--- config.mk ---
export PLATFORM = sky130hd
export DESIGN_NAME = column_post_sprite_blitter_unit_flat
export DESIGN_NICKNAME = d
export VERILOG_FILES = /design/src/sv/cpsb_pkg.sv /design/src/sv/cpsb_if.sv /design/src/sv/column_post_sprite_blitter_unit.sv /design/src/sv/cpsb_cmap.sv /design/src/sv/cpsb_parse.sv /design/src/sv/cpsb_skid.sv /design/src/flat_wrapper.sv
export SDC_FILE = /design/constraint.sdc
export NUM_CORES = 2
export LEC_CHECK = 0
export ABC_AREA = 1
export BUFFER_PORTS_ARGS = -buffer_cell sky130_fd_sc_hd__buf_2
export CAP_MARGIN = 20
export CORE_MARGIN = 8
export CORE_UTILIZATION = 56
export DETAILED_ROUTE_END_ITERATION = 12
export PLACE_DENSITY = 0.72
export SLEW_MARGIN = 30
export SYNTH_ARGS = -nofsm -noshare
export SYNTH_HDL_FRONTEND = slang
export SYNTH_SLANG_ARGS = --single-unit
--- constraint.sdc ---
create_clock -name clk -period 4.3 [get_ports clk]
set_input_delay 0.215 -clock clk [delete_from_list [all_inputs] [get_ports clk]]
set_output_delay 0.215 -clock clk [all_outputs]
set_load 0.005 [all_outputs]
--- src/sv/cpsb_pkg.sv ---
// Shared types and constants for the column post sprite blitter.
`default_nettype none

package cpsb_pkg;

  // Configuration register indexes.
  localparam int CFG_IDX_W = 3;
  localparam int CFG_DATA_W = 9;
  localparam logic [CFG_IDX_W-1:0] CFG_ORIGIN_X    = 3'd0;
  localparam logic [CFG_IDX_W-1:0] CFG_ORIGIN_Y    = 3'd1;
  localparam logic [CFG_IDX_W-1:0] CFG_PATCH_WIDTH = 3'd2;
  localparam logic [CFG_IDX_W-1:0] CFG_MIRROR      = 3'd3;
  localparam logic [CFG_IDX_W-1:0] CFG_USE_MAP     = 3'd4;

  // Screen coordinates carry the sum of a 9-bit origin and a 9-bit offset (the y origin is 8 bits).
  localparam int COORD_W = 10;

  // Top-row byte that closes a column.
  localparam logic [7:0] END_OF_COLUMN = 8'hff;

  // Live configuration.
  typedef struct packed {
    logic [8:0] origin_x;
    logic [7:0] origin_y;
    logic [8:0] patch_width;
    logic       mirror;
    logic       use_map;
  } cfg_t;

  // One on-screen pixel leaving the parser.
  typedef struct packed {
    logic [COORD_W-1:0] sx;
    logic [COORD_W-1:0] sy;
    logic [7:0]         raw;
    logic               use_map;
  } pix_t;

  // One framebuffer write.
  typedef struct packed {
    logic [15:0] pixel_address;
    logic [7:0]  pixel_value;
  } res_t;

endpackage

`default_nettype wire

--- src/sv/cpsb_if.sv ---
// Handshake channel interfaces for stream bytes, pixel writes and configuration.
`default_nettype none

interface cpsb_stream_if;
  logic       valid;
  logic       ready;
  logic       func;
  logic       column_start;
  logic [8:0] source_column;
  logic [7:0] data_byte;
  logic [7:0] map_index;

  modport source (output valid, func, column_start, source_column, data_byte, map_index,
                  input ready);
  modport sink (input valid, func, column_start, source_column, data_byte, map_index,
                output ready);
endinterface

interface cpsb_pixel_if;
  logic        valid;
  logic        ready;
  logic [15:0] pixel_address;
  logic [7:0]  pixel_value;

  modport source (output valid, pixel_address, pixel_value, input ready);
  modport sink (input valid, pixel_address, pixel_value, output ready);
endinterface

interface cpsb_cfg_if;
  logic       valid;
  logic       ready;
  logic [2:0] index;
  logic [8:0] data;

  modport source (output valid, index, data, input ready);
  modport sink (input valid, index, data, output ready);
endinterface

`default_nettype wire

--- src/sv/column_post_sprite_blitter_unit.sv ---
// Top level of the column post sprite blitter.
`default_nettype none

// Takes one beat per clock on the stream channel while it is not stalled: column
// post-list bytes (func 0) or colour map writes (func 1). Each pixel byte that lands on
// screen yields one beat on the pixels channel, after passing through the parser's pixel
// register (with the colour map read register beside it) and a two-entry output stage;
// other bytes yield nothing. The stream channel keeps accepting a beat every cycle unless
// the pixel register is occupied and both output entries are full. Configuration writes
// are taken at any time and should be issued only while the block is idle.
module column_post_sprite_blitter_unit
  import cpsb_pkg::*;
#(
  parameter int SCREEN_WIDTH = 320,
  parameter int SCREEN_HEIGHT = 200
) (
  input  wire logic    clk,
  input  wire logic    rst,
  cpsb_stream_if.sink  stream,
  cpsb_pixel_if.source pixels,
  cpsb_cfg_if.sink     cfg
);

  localparam int PROD_W = COORD_W + $clog2(SCREEN_WIDTH + 1);

  cfg_t        cfg_q;
  logic        load, take, drain;
  logic        pix_valid;
  pix_t        pix;
  logic        rd_en;
  logic [7:0]  map_value;
  logic        skid_ready;
  res_t        res;
  logic [PROD_W-1:0] row_base;

  // Configuration registers.
  assign cfg.ready = 1'b1;

  always_ff @(posedge clk) begin
    if (rst) begin
      cfg_q.origin_x <= 9'd0;
      cfg_q.origin_y <= 8'd0;
      cfg_q.patch_width <= 9'd1;
      cfg_q.mirror <= 1'b0;
      cfg_q.use_map <= 1'b0;
    end else if (cfg.valid) begin
      case (cfg.index)
        CFG_ORIGIN_X: cfg_q.origin_x <= cfg.data;
        CFG_ORIGIN_Y: cfg_q.origin_y <= cfg.data[7:0];
        CFG_PATCH_WIDTH: cfg_q.patch_width <= cfg.data;
        CFG_MIRROR: cfg_q.mirror <= cfg.data[0];
        CFG_USE_MAP: cfg_q.use_map <= cfg.data[0];
        default: begin
        end
      endcase
    end
  end

  // Stream handshake.
  assign stream.ready = !pix_valid || skid_ready;
  assign load = stream.valid && stream.ready;
  assign take = load && !stream.func;
  assign drain = pix_valid && skid_ready;

  cpsb_parse #(
    .SCREEN_WIDTH(SCREEN_WIDTH),
    .SCREEN_HEIGHT(SCREEN_HEIGHT)
  ) u_parse (
    .clk(clk),
    .rst(rst),
    .cfg(cfg_q),
    .load(load),
    .take(take),
    .column_start(stream.column_start),
    .source_column(stream.source_column),
    .data_byte(stream.data_byte),
    .drain(drain),
    .pix_valid(pix_valid),
    .pix(pix),
    .rd_en(rd_en)
  );

  cpsb_cmap u_cmap (
    .clk(clk),
    .wr_en(load && stream.func),
    .wr_index(stream.map_index),
    .wr_data(stream.data_byte),
    .rd_en(rd_en),
    .rd_index(stream.data_byte),
    .rd_data(map_value)
  );

  // Framebuffer address and final pixel value.
  assign row_base = PROD_W'(pix.sy) * PROD_W'(SCREEN_WIDTH);
  assign res.pixel_address = 16'(row_base + PROD_W'(pix.sx));
  assign res.pixel_value = pix.use_map ? map_value : pix.raw;

  cpsb_skid u_skid (
    .clk(clk),
    .rst(rst),
    .in_valid(pix_valid),
    .in_ready(skid_ready),
    .in_data(res),
    .pixels(pixels)
  );

endmodule

`default_nettype wire

--- src/sv/cpsb_cmap.sv ---
// Colour map store: 256 entries of 8 bits, one write port, one registered read port.
`default_nettype none

module cpsb_cmap (
  input  wire logic       clk,
  input  wire logic       wr_en,
  input  wire logic [7:0] wr_index,
  input  wire logic [7:0] wr_data,
  input  wire logic       rd_en,
  input  wire logic [7:0] rd_index,
  output logic      [7:0] rd_data
);

  logic [7:0] mem [256];

  // Write port.
  always_ff @(posedge clk) begin
    if (wr_en) begin
      mem[wr_index] <= wr_data;
    end
  end

  // Read port; the data holds until the next read.
  always_ff @(posedge clk) begin
    if (rd_en) begin
      rd_data <= mem[rd_index];
    end
  end

endmodule

`default_nettype wire

--- src/sv/cpsb_parse.sv ---
// Post list parser: walks the column byte stream and registers on-screen pixels.
`default_nettype none

module cpsb_parse
  import cpsb_pkg::*;
#(
  parameter int SCREEN_WIDTH = 320,
  parameter int SCREEN_HEIGHT = 200
) (
  input  wire logic       clk,
  input  wire logic       rst,
  input  wire cfg_t       cfg,
  input  wire logic       load,
  input  wire logic       take,
  input  wire logic       column_start,
  input  wire logic [8:0] source_column,
  input  wire logic [7:0] data_byte,
  input  wire logic       drain,
  output logic            pix_valid,
  output pix_t            pix,
  output logic            rd_en
);

  localparam logic [2:0] PH_IDLE = 3'd0;
  localparam logic [2:0] PH_TOP  = 3'd1;
  localparam logic [2:0] PH_LEN  = 3'd2;
  localparam logic [2:0] PH_PAD1 = 3'd3;
  localparam logic [2:0] PH_PIX  = 3'd4;
  localparam logic [2:0] PH_PAD2 = 3'd5;

  logic [2:0] phase, phase_next, phase_eff;
  logic [8:0] post_row, post_row_next;
  logic [7:0] bytes_left, bytes_left_next;
  logic [8:0] dest_column, dest_column_next;
  logic [7:0] left_dec;
  logic [COORD_W-1:0] sx, sy;
  logic on_screen;
  logic hit;

  // A column start reloads the destination column and restarts at a top-row byte.
  always_comb begin
    phase_eff = phase;
    dest_column_next = dest_column;
    if (column_start) begin
      phase_eff = PH_TOP;
      if (cfg.mirror) begin
        dest_column_next = cfg.patch_width - 9'd1 - source_column;
      end else begin
        dest_column_next = source_column;
      end
    end
  end

  // Screen position and bounds of the pixel this byte would draw.
  assign sx = COORD_W'(cfg.origin_x) + COORD_W'(dest_column_next);
  assign sy = COORD_W'(cfg.origin_y) + COORD_W'(post_row);
  assign on_screen = ({1'b0, sx} < 11'(SCREEN_WIDTH)) && ({1'b0, sy} < 11'(SCREEN_HEIGHT));
  assign left_dec = bytes_left - 8'd1;

  // Parse step for one stream byte.
  always_comb begin
    phase_next = phase_eff;
    post_row_next = post_row;
    bytes_left_next = bytes_left;
    hit = 1'b0;
    case (phase_eff)
      PH_TOP: begin
        if (data_byte == END_OF_COLUMN) begin
          phase_next = PH_IDLE;
        end else begin
          post_row_next = {1'b0, data_byte};
          phase_next = PH_LEN;
        end
      end
      PH_LEN: begin
        bytes_left_next = data_byte;
        phase_next = PH_PAD1;
      end
      PH_PAD1: begin
        phase_next = (bytes_left == 8'd0) ? PH_PAD2 : PH_PIX;
      end
      PH_PIX: begin
        hit = on_screen;
        post_row_next = post_row + 9'd1;
        bytes_left_next = left_dec;
        if (left_dec == 8'd0) begin
          phase_next = PH_PAD2;
        end
      end
      PH_PAD2: begin
        phase_next = PH_TOP;
      end
      default: begin
        phase_next = PH_IDLE;
      end
    endcase
  end

  assign rd_en = take && hit;

  // Parse state advances on every accepted post-list byte (func 0).
  always_ff @(posedge clk) begin
    if (rst) begin
      phase <= PH_IDLE;
      post_row <= '0;
      bytes_left <= '0;
      dest_column <= '0;
    end else if (take) begin
      phase <= phase_next;
      post_row <= post_row_next;
      bytes_left <= bytes_left_next;
      dest_column <= dest_column_next;
    end
  end

  // Pixel register between the parser and the output stage.
  always_ff @(posedge clk) begin
    if (rst) begin
      pix_valid <= 1'b0;
    end else if (load) begin
      pix_valid <= rd_en;
    end else if (drain) begin
      pix_valid <= 1'b0;
    end
  end

  always_ff @(posedge clk) begin
    if (rd_en) begin
      pix.sx <= sx;
      pix.sy <= sy;
      pix.raw <= data_byte;
      pix.use_map <= cfg.use_map;
    end
  end

endmodule

`default_nettype wire

--- src/sv/cpsb_skid.sv ---
// Output register with a skid entry so the upstream ready comes from a register, not from the output ready.
`default_nettype none

module cpsb_skid
  import cpsb_pkg::*;
(
  input  wire logic     clk,
  input  wire logic     rst,
  input  wire logic     in_valid,
  output logic          in_ready,
  input  wire res_t     in_data,
  cpsb_pixel_if.source  pixels
);

  logic out_valid;
  res_t out_data;
  logic sk_valid;
  res_t sk_data;

  assign in_ready = !sk_valid;
  assign pixels.valid = out_valid;
  assign pixels.pixel_address = out_data.pixel_address;
  assign pixels.pixel_value = out_data.pixel_value;

  // Control: refill the output from the skid entry first, else from the input.
  always_ff @(posedge clk) begin
    if (rst) begin
      out_valid <= 1'b0;
      sk_valid <= 1'b0;
    end else if (!out_valid || pixels.ready) begin
      if (sk_valid) begin
        sk_valid <= 1'b0;
      end else begin
        out_valid <= in_valid;
      end
    end else if (in_valid) begin
      sk_valid <= 1'b1;
    end
  end

  // Payload.
  always_ff @(posedge clk) begin
    if (!out_valid || pixels.ready) begin
      out_data <= sk_valid ? sk_data : in_data;
    end else if (in_valid && !sk_valid) begin
      sk_data <= in_data;
    end
  end

endmodule

`default_nettype wire

--- src/flat_wrapper.sv ---
// flat-port wrapper written by rule: the top's interface ports become plain ports
module column_post_sprite_blitter_unit_flat import cpsb_pkg::*;
#(
  parameter int SCREEN_WIDTH = 320,
  parameter int SCREEN_HEIGHT = 200
)
  (clk, rst, stream_valid, stream_func, stream_column_start, stream_source_column, stream_data_byte, stream_map_index, stream_ready, pixels_valid, pixels_pixel_address, pixels_pixel_value, pixels_ready, cfg_valid, cfg_index, cfg_data, cfg_ready);
  cpsb_stream_if stream_i ();
  cpsb_pixel_if pixels_i ();
  cpsb_cfg_if cfg_i ();
  input  wire logic clk;
  input  wire logic rst;
  input wire logic [$bits(stream_i.valid)-1:0] stream_valid;
  input wire logic [$bits(stream_i.func)-1:0] stream_func;
  input wire logic [$bits(stream_i.column_start)-1:0] stream_column_start;
  input wire logic [$bits(stream_i.source_column)-1:0] stream_source_column;
  input wire logic [$bits(stream_i.data_byte)-1:0] stream_data_byte;
  input wire logic [$bits(stream_i.map_index)-1:0] stream_map_index;
  output wire logic [$bits(stream_i.ready)-1:0] stream_ready;
  output wire logic [$bits(pixels_i.valid)-1:0] pixels_valid;
  output wire logic [$bits(pixels_i.pixel_address)-1:0] pixels_pixel_address;
  output wire logic [$bits(pixels_i.pixel_value)-1:0] pixels_pixel_value;
  input wire logic [$bits(pixels_i.ready)-1:0] pixels_ready;
  input wire logic [$bits(cfg_i.valid)-1:0] cfg_valid;
  input wire logic [$bits(cfg_i.index)-1:0] cfg_index;
  input wire logic [$bits(cfg_i.data)-1:0] cfg_data;
  output wire logic [$bits(cfg_i.ready)-1:0] cfg_ready;
  assign stream_i.valid = stream_valid;
  assign stream_i.func = stream_func;
  assign stream_i.column_start = stream_column_start;
  assign stream_i.source_column = stream_source_column;
  assign stream_i.data_byte = stream_data_byte;
  assign stream_i.map_index = stream_map_index;
  assign stream_ready = stream_i.ready;
  assign pixels_valid = pixels_i.valid;
  assign pixels_pixel_address = pixels_i.pixel_address;
  assign pixels_pixel_value = pixels_i.pixel_value;
  assign pixels_i.ready = pixels_ready;
  assign cfg_i.valid = cfg_valid;
  assign cfg_i.index = cfg_index;
  assign cfg_i.data = cfg_data;
  assign cfg_ready = cfg_i.ready;
  column_post_sprite_blitter_unit #(.SCREEN_WIDTH(SCREEN_WIDTH), .SCREEN_HEIGHT(SCREEN_HEIGHT)) u_core (.clk(clk), .rst(rst), .stream(stream_i), .pixels(pixels_i), .cfg(cfg_i));
endmodule
==> metrics <==
max cap viols 0; cell chain of the critical path ha_1 > inv_1 > fa_1 > o21ai_0 > a21oi_1 > xor2_1 > nand2_1 > nand2_1 > o21ai_0 > inv_1 > ha_1 > nand2_1 > nand2_1 > nand2_1 > nand2_1 > a21oi_1 > nand2_1 > nor2_1 > nand2_1 > nor2_1 > nand3_1 > inv_1 > buf_12; depth of the critical timing path with buffers and inverters included 23; power density over cell area 436 mW/mm2; cell occurring most often along the worst timing path sky130_fd_sc_hd__nand2_1; design area 0.103 mm2; cells resized by post-CTS repair 0; number of enable flip-flop cells after synthesis 2133; number of flip-flops and latches in the synthesized netlist 2193; vias post-DR 62400; final clock skew 0.0360 ns; Critical R2R Capture u_core.u_parse.pix[4]; Arrival @ worst endpoint 4.36 ns; Clock Tree Root sky130_fd_sc_hd__clkbuf_16; DRC errors left 0; Worst slew margin 26.6%; Primary FF master, synth sky130_fd_sc_hd__edfxtp_1; Setup CP Type reg2reg; routed wire length 234000 um; number of buffer and inverter stages on the critical path 4; number of buffers inserted during clock tree synthesis 215; largest net degree at the start of global routing 174; delay contributed by the slowest stage of the critical path 0.40 ns; fin crit period 3.84 ns; number of antenna violations at the first check in global routing 11; fraction of final layout cells sized beyond drive strength 1 6.34%; Worst Max-Slew Pin Slew 1.10 ns; share of flip-flops with an asynchronous set or reset after synthesis 0%; Site Rows 149; Initial Utilization 56.3%; overall power 0.0447 W; TritonCTS clock tree done; R2R setup slack 0.46 ns; sequential cell area fraction in the yosys report 70.3%; Die W 423 um; later-pin clock latency in the skew report 0.85 ns; outcome complete, no violations; Worst Reg-to-Reg Cells 23; first-pass GRT wire length 354000 um; CP startpoint kind register; endpoint required time on the critical path 4.81 ns; origin of the worst setup path u_core.cfg_q[2]; endpoints failing hold 0; cell type of the slowest stage on the worst timing path sky130_fd_sc_hd__fa_1; Global Route Usage Sum 25.3%; category of the worst setup path capture point register; number of library cell types mapped by synthesis 41; placed instance area 0.0952 mm2; PortBufs 69; Multi-input gate area 0.0233 mm2; Fmax 260 MHz; post-synthesis average cell area 10.9 um2; half-perimeter wire length after placement 134000 um; register cell area after layout 0.0653 mm2; number of buffers between clock root and the deepest sink 3; CP Max Fanout 37; count of warnings emitted by yosys 0; gate count after technology mapping 8534; Largest delay share family, worst path adder cells; clk slew on worst S/H paths 0.06 ns; vertical extent of the die 423 um; core outline area 0.165 mm2; starting DRC count in detailed routing 7960; average via count per standard cell 5.73; max-slew violation count 0; number of nets in the final layout 8611; number of global-route vias before repair 59800; setup repair after global routing missed its margin false; Worst IR Drop VDD 452 uV; Tcrit/Tclk final 89.4%; first-pass iteration count of the detailed router 6; Post-Route Setup TNS 0 ns; fillcell total 12600; number of placed I/O pins 71; Net Count, Synth 8630; Worst setup endpoint u_core.u_parse.pix[4]; Reg-to-Reg Start u_core.cfg_q[2]; final weighted congestion in routability-driven placement 0.900; cell area after synthesis 0.0928 mm2; hold crit path type in2reg; sum of overflow across all layers after global routing 0; antenna violation net count after detailed routing 0; level count of the clock H-tree 4; # clock sinks 2193; Die Footprint 0.179 mm2; routed wirelength normalized by instance count 21.5 um; leakage power summed over all cells 38.0 nW; P&R area growth vs syn 10.5%; final setup violation count 0
-- synthesized netlist by cell type, types with 12 or more instances --
library cell | instances | share of area, %
sky130_fd_sc_hd__a21oi_1 | 163 | 0.88
sky130_fd_sc_hd__buf_1 | 68 | 0.27
sky130_fd_sc_hd__buf_2 | 163 | 0.88
sky130_fd_sc_hd__buf_4 | 35 | 0.28
sky130_fd_sc_hd__buf_6 | 31 | 0.38
sky130_fd_sc_hd__clkbuf_1 | 183 | 0.74
sky130_fd_sc_hd__clkinv_1 | 12 | 0.049
sky130_fd_sc_hd__dfxtp_1 | 60 | 1.3
sky130_fd_sc_hd__edfxtp_1 | 2133 | 69
sky130_fd_sc_hd__ha_1 | 47 | 0.63
sky130_fd_sc_hd__inv_1 | 500 | 2.0
sky130_fd_sc_hd__nand2_1 | 2008 | 8.1
sky130_fd_sc_hd__nand3_1 | 575 | 3.1
sky130_fd_sc_hd__nand4_1 | 20 | 0.13
sky130_fd_sc_hd__nor2_1 | 1593 | 6.4
sky130_fd_sc_hd__o211ai_1 | 121 | 0.98
sky130_fd_sc_hd__o21ai_0 | 654 | 3.5
sky130_fd_sc_hd__o21ai_1 | 56 | 0.30
sky130_fd_sc_hd__or2_2 | 14 | 0.094
sky130_fd_sc_hd__xnor2_1 | 16 | 0.15
sky130_fd_sc_hd__xor2_1 | 22 | 0.21
-- cells by family (layout without fill, tap and decap cells) --
logic type      count (synthesis)  in the layout  synth area share (%)
buf+inv                       996           1154                  4.65
mux                            10             10                 0.119
compound gates               1013           1013                  5.82
simple gates                 4231           4231                  18.0
other cells                     1              7               0.00404
xor+xnor                       38             38                 0.358
flops                        2193           2193                  70.3
fa+ha+maj                      52             52                 0.741
-- report_power, final --
group / total, W / switching (W) / internal, W
combinational: 0.00268 / 0.00200 / 0.000685
sequential: 0.0235 / 0.0000210 / 0.0235
clock: 0.0186 / 0.00801 / 0.0105
-- sequential cells by signal, indices dropped and copies added (netlist names) --
| register | cells |
|---|---|
| u_core.u_skid.pixels.valid | 1 |
| u_core.u_parse.bytes_left | 8 |
| u_core.u_parse.post_row | 9 |
| u_core.u_parse.dest_column | 9 |
| u_core.u_parse.pix | 29 |
| u_core.u_parse.pix_valid | 1 |
| u_core.u_cmap.rd_data | 8 |
| u_core.u_skid.pixels.pixel_address | 16 |
| u_core.u_parse.phase | 3 |
| u_core.u_skid.sk_data | 24 |
| u_core.cfg_q | 28 |
| u_core.u_skid.sk_valid | 1 |
| u_core.u_cmap.mem | 2048 |
| u_core.u_skid.pixels.pixel_value | 8 |
-- metal layers --
layer / track usage (%) / part of all wire (%) / up-vias
li1: - / - / 28900
met1: 35.0 / 40 / 30100
met2: 40.3 / 47 / 2959
met3: 4.59 / 9.2 / 492
met4: 9.74 / 4.0 / 4
met5: 0 / 0.010 / -
-- stage by stage --
stage	utilization [%]	instances	setup slack, ns	hold slack, ns
6_report	62.2	10900	0.458	0.0614
5_1_grt	62.2	10900	0.127	0.104
3_5_place_dp	57.8	10400	0.422	0.439
4_1_cts	62.2	10900	0.467	0.0152
3_3_place_gp	57.8	10400	0.358	0.434
2_1_floorplan	-	8534	0.429	0.314
-- layout make-up --
class / instances / share of cell area (%)
Antenna cell: 6 / 0.0146
Clock buffer: 257 / 5.47
Clock inverter: 137 / 1.27
Inverter: 515 / 1.92
Multi-Input combinational cell: 5345 / 22.8
Sequential cell: 2193 / 63.6
Tap cell: 2189 / 2.67
Timing Repair Buffer: 245 / 2.29
-- cell usage in the layout, fill, tap and decap left out, types with 6 or more instances in the layout --
master / Yosys / final
sky130_fd_sc_hd__a21oi_1: 163 / 163
sky130_fd_sc_hd__a31oi_1: 11 / 11
sky130_fd_sc_hd__buf_12: 0 / 39
sky130_fd_sc_hd__buf_2: 163 / 61
sky130_fd_sc_hd__buf_4: 35 / 93
sky130_fd_sc_hd__buf_8: 1 / 8
sky130_fd_sc_hd__bufinv_16: 0 / 21
sky130_fd_sc_hd__clkbuf_1: 183 / 38
sky130_fd_sc_hd__clkbuf_16: 0 / 218
sky130_fd_sc_hd__clkinv_1: 12 / 65
sky130_fd_sc_hd__clkinv_2: 0 / 45
sky130_fd_sc_hd__dfxtp_1: 60 / 60
sky130_fd_sc_hd__diode_2: 0 / 6
sky130_fd_sc_hd__dlygate4sd3_1: 0 / 42
sky130_fd_sc_hd__edfxtp_1: 2133 / 2133
sky130_fd_sc_hd__ha_1: 47 / 47
sky130_fd_sc_hd__inv_1: 500 / 496
sky130_fd_sc_hd__mux2_2: 8 / 8
sky130_fd_sc_hd__nand2_1: 2008 / 1998
sky130_fd_sc_hd__nand2_2: 0 / 7
sky130_fd_sc_hd__nand3_1: 575 / 573
sky130_fd_sc_hd__nand4_1: 20 / 20
sky130_fd_sc_hd__nor2_1: 1593 / 1590
sky130_fd_sc_hd__nor3_1: 10 / 9
sky130_fd_sc_hd__o211ai_1: 121 / 121
sky130_fd_sc_hd__o21ai_0: 654 / 654
sky130_fd_sc_hd__o21ai_1: 56 / 56
sky130_fd_sc_hd__or2_2: 14 / 14
sky130_fd_sc_hd__xnor2_1: 16 / 16
sky130_fd_sc_hd__xor2_1: 22 / 22
-- worst register-to-register path: stages, from the launching register on --
cell,delay (ns)
sky130_fd_sc_hd__dfxtp_1,0.33
sky130_fd_sc_hd__ha_1,0.17
sky130_fd_sc_hd__inv_1,0.06
sky130_fd_sc_hd__fa_1,0.40
sky130_fd_sc_hd__o21ai_0,0.39
sky130_fd_sc_hd__a21oi_1,0.15
sky130_fd_sc_hd__xor2_1,0.17
sky130_fd_sc_hd__nand2_1,0.06
sky130_fd_sc_hd__nand2_1,0.05
sky130_fd_sc_hd__o21ai_0,0.10
sky130_fd_sc_hd__inv_1,0.10
sky130_fd_sc_hd__ha_1,0.33
sky130_fd_sc_hd__nand2_1,0.07
sky130_fd_sc_hd__nand2_1,0.06
sky130_fd_sc_hd__nand2_1,0.06
sky130_fd_sc_hd__nand2_1,0.05
sky130_fd_sc_hd__a21oi_1,0.12
sky130_fd_sc_hd__nand2_1,0.06
sky130_fd_sc_hd__nor2_1,0.14
sky130_fd_sc_hd__nand2_1,0.07
sky130_fd_sc_hd__nor2_1,0.09
sky130_fd_sc_hd__nand3_1,0.11
sky130_fd_sc_hd__inv_1,0.12
sky130_fd_sc_hd__buf_12,0.23
-- timing repair --
item / CTS / global route
hold buffers: 42 / 0
endpoints found under the hold margin: 248 / 0
buffers inserted: 0 / 0
-- how the worst min path moves through the flow --
stage,startpoint,to,slack (ns),cells after the start
3_5_place_dp,u_core.u_parse.pix[19],u_core.u_skid.sk_data[8],0.44,0
2_1_floorplan,stream_data_byte[0],u_core.u_cmap.mem[0][0],0.31,0
6_report,stream_source_column[3],u_core.u_parse.dest_column[3],0.06,7
4_1_cts,stream_source_column[3],u_core.u_parse.dest_column[3],0.02,7
5_1_grt,stream_source_column[3],u_core.u_parse.dest_column[3],0.10,7
3_3_place_gp,u_core.u_parse.pix[22],u_core.u_skid.sk_data[11],0.43,0
Note: power is estimated with default switching activity, not from simulation.
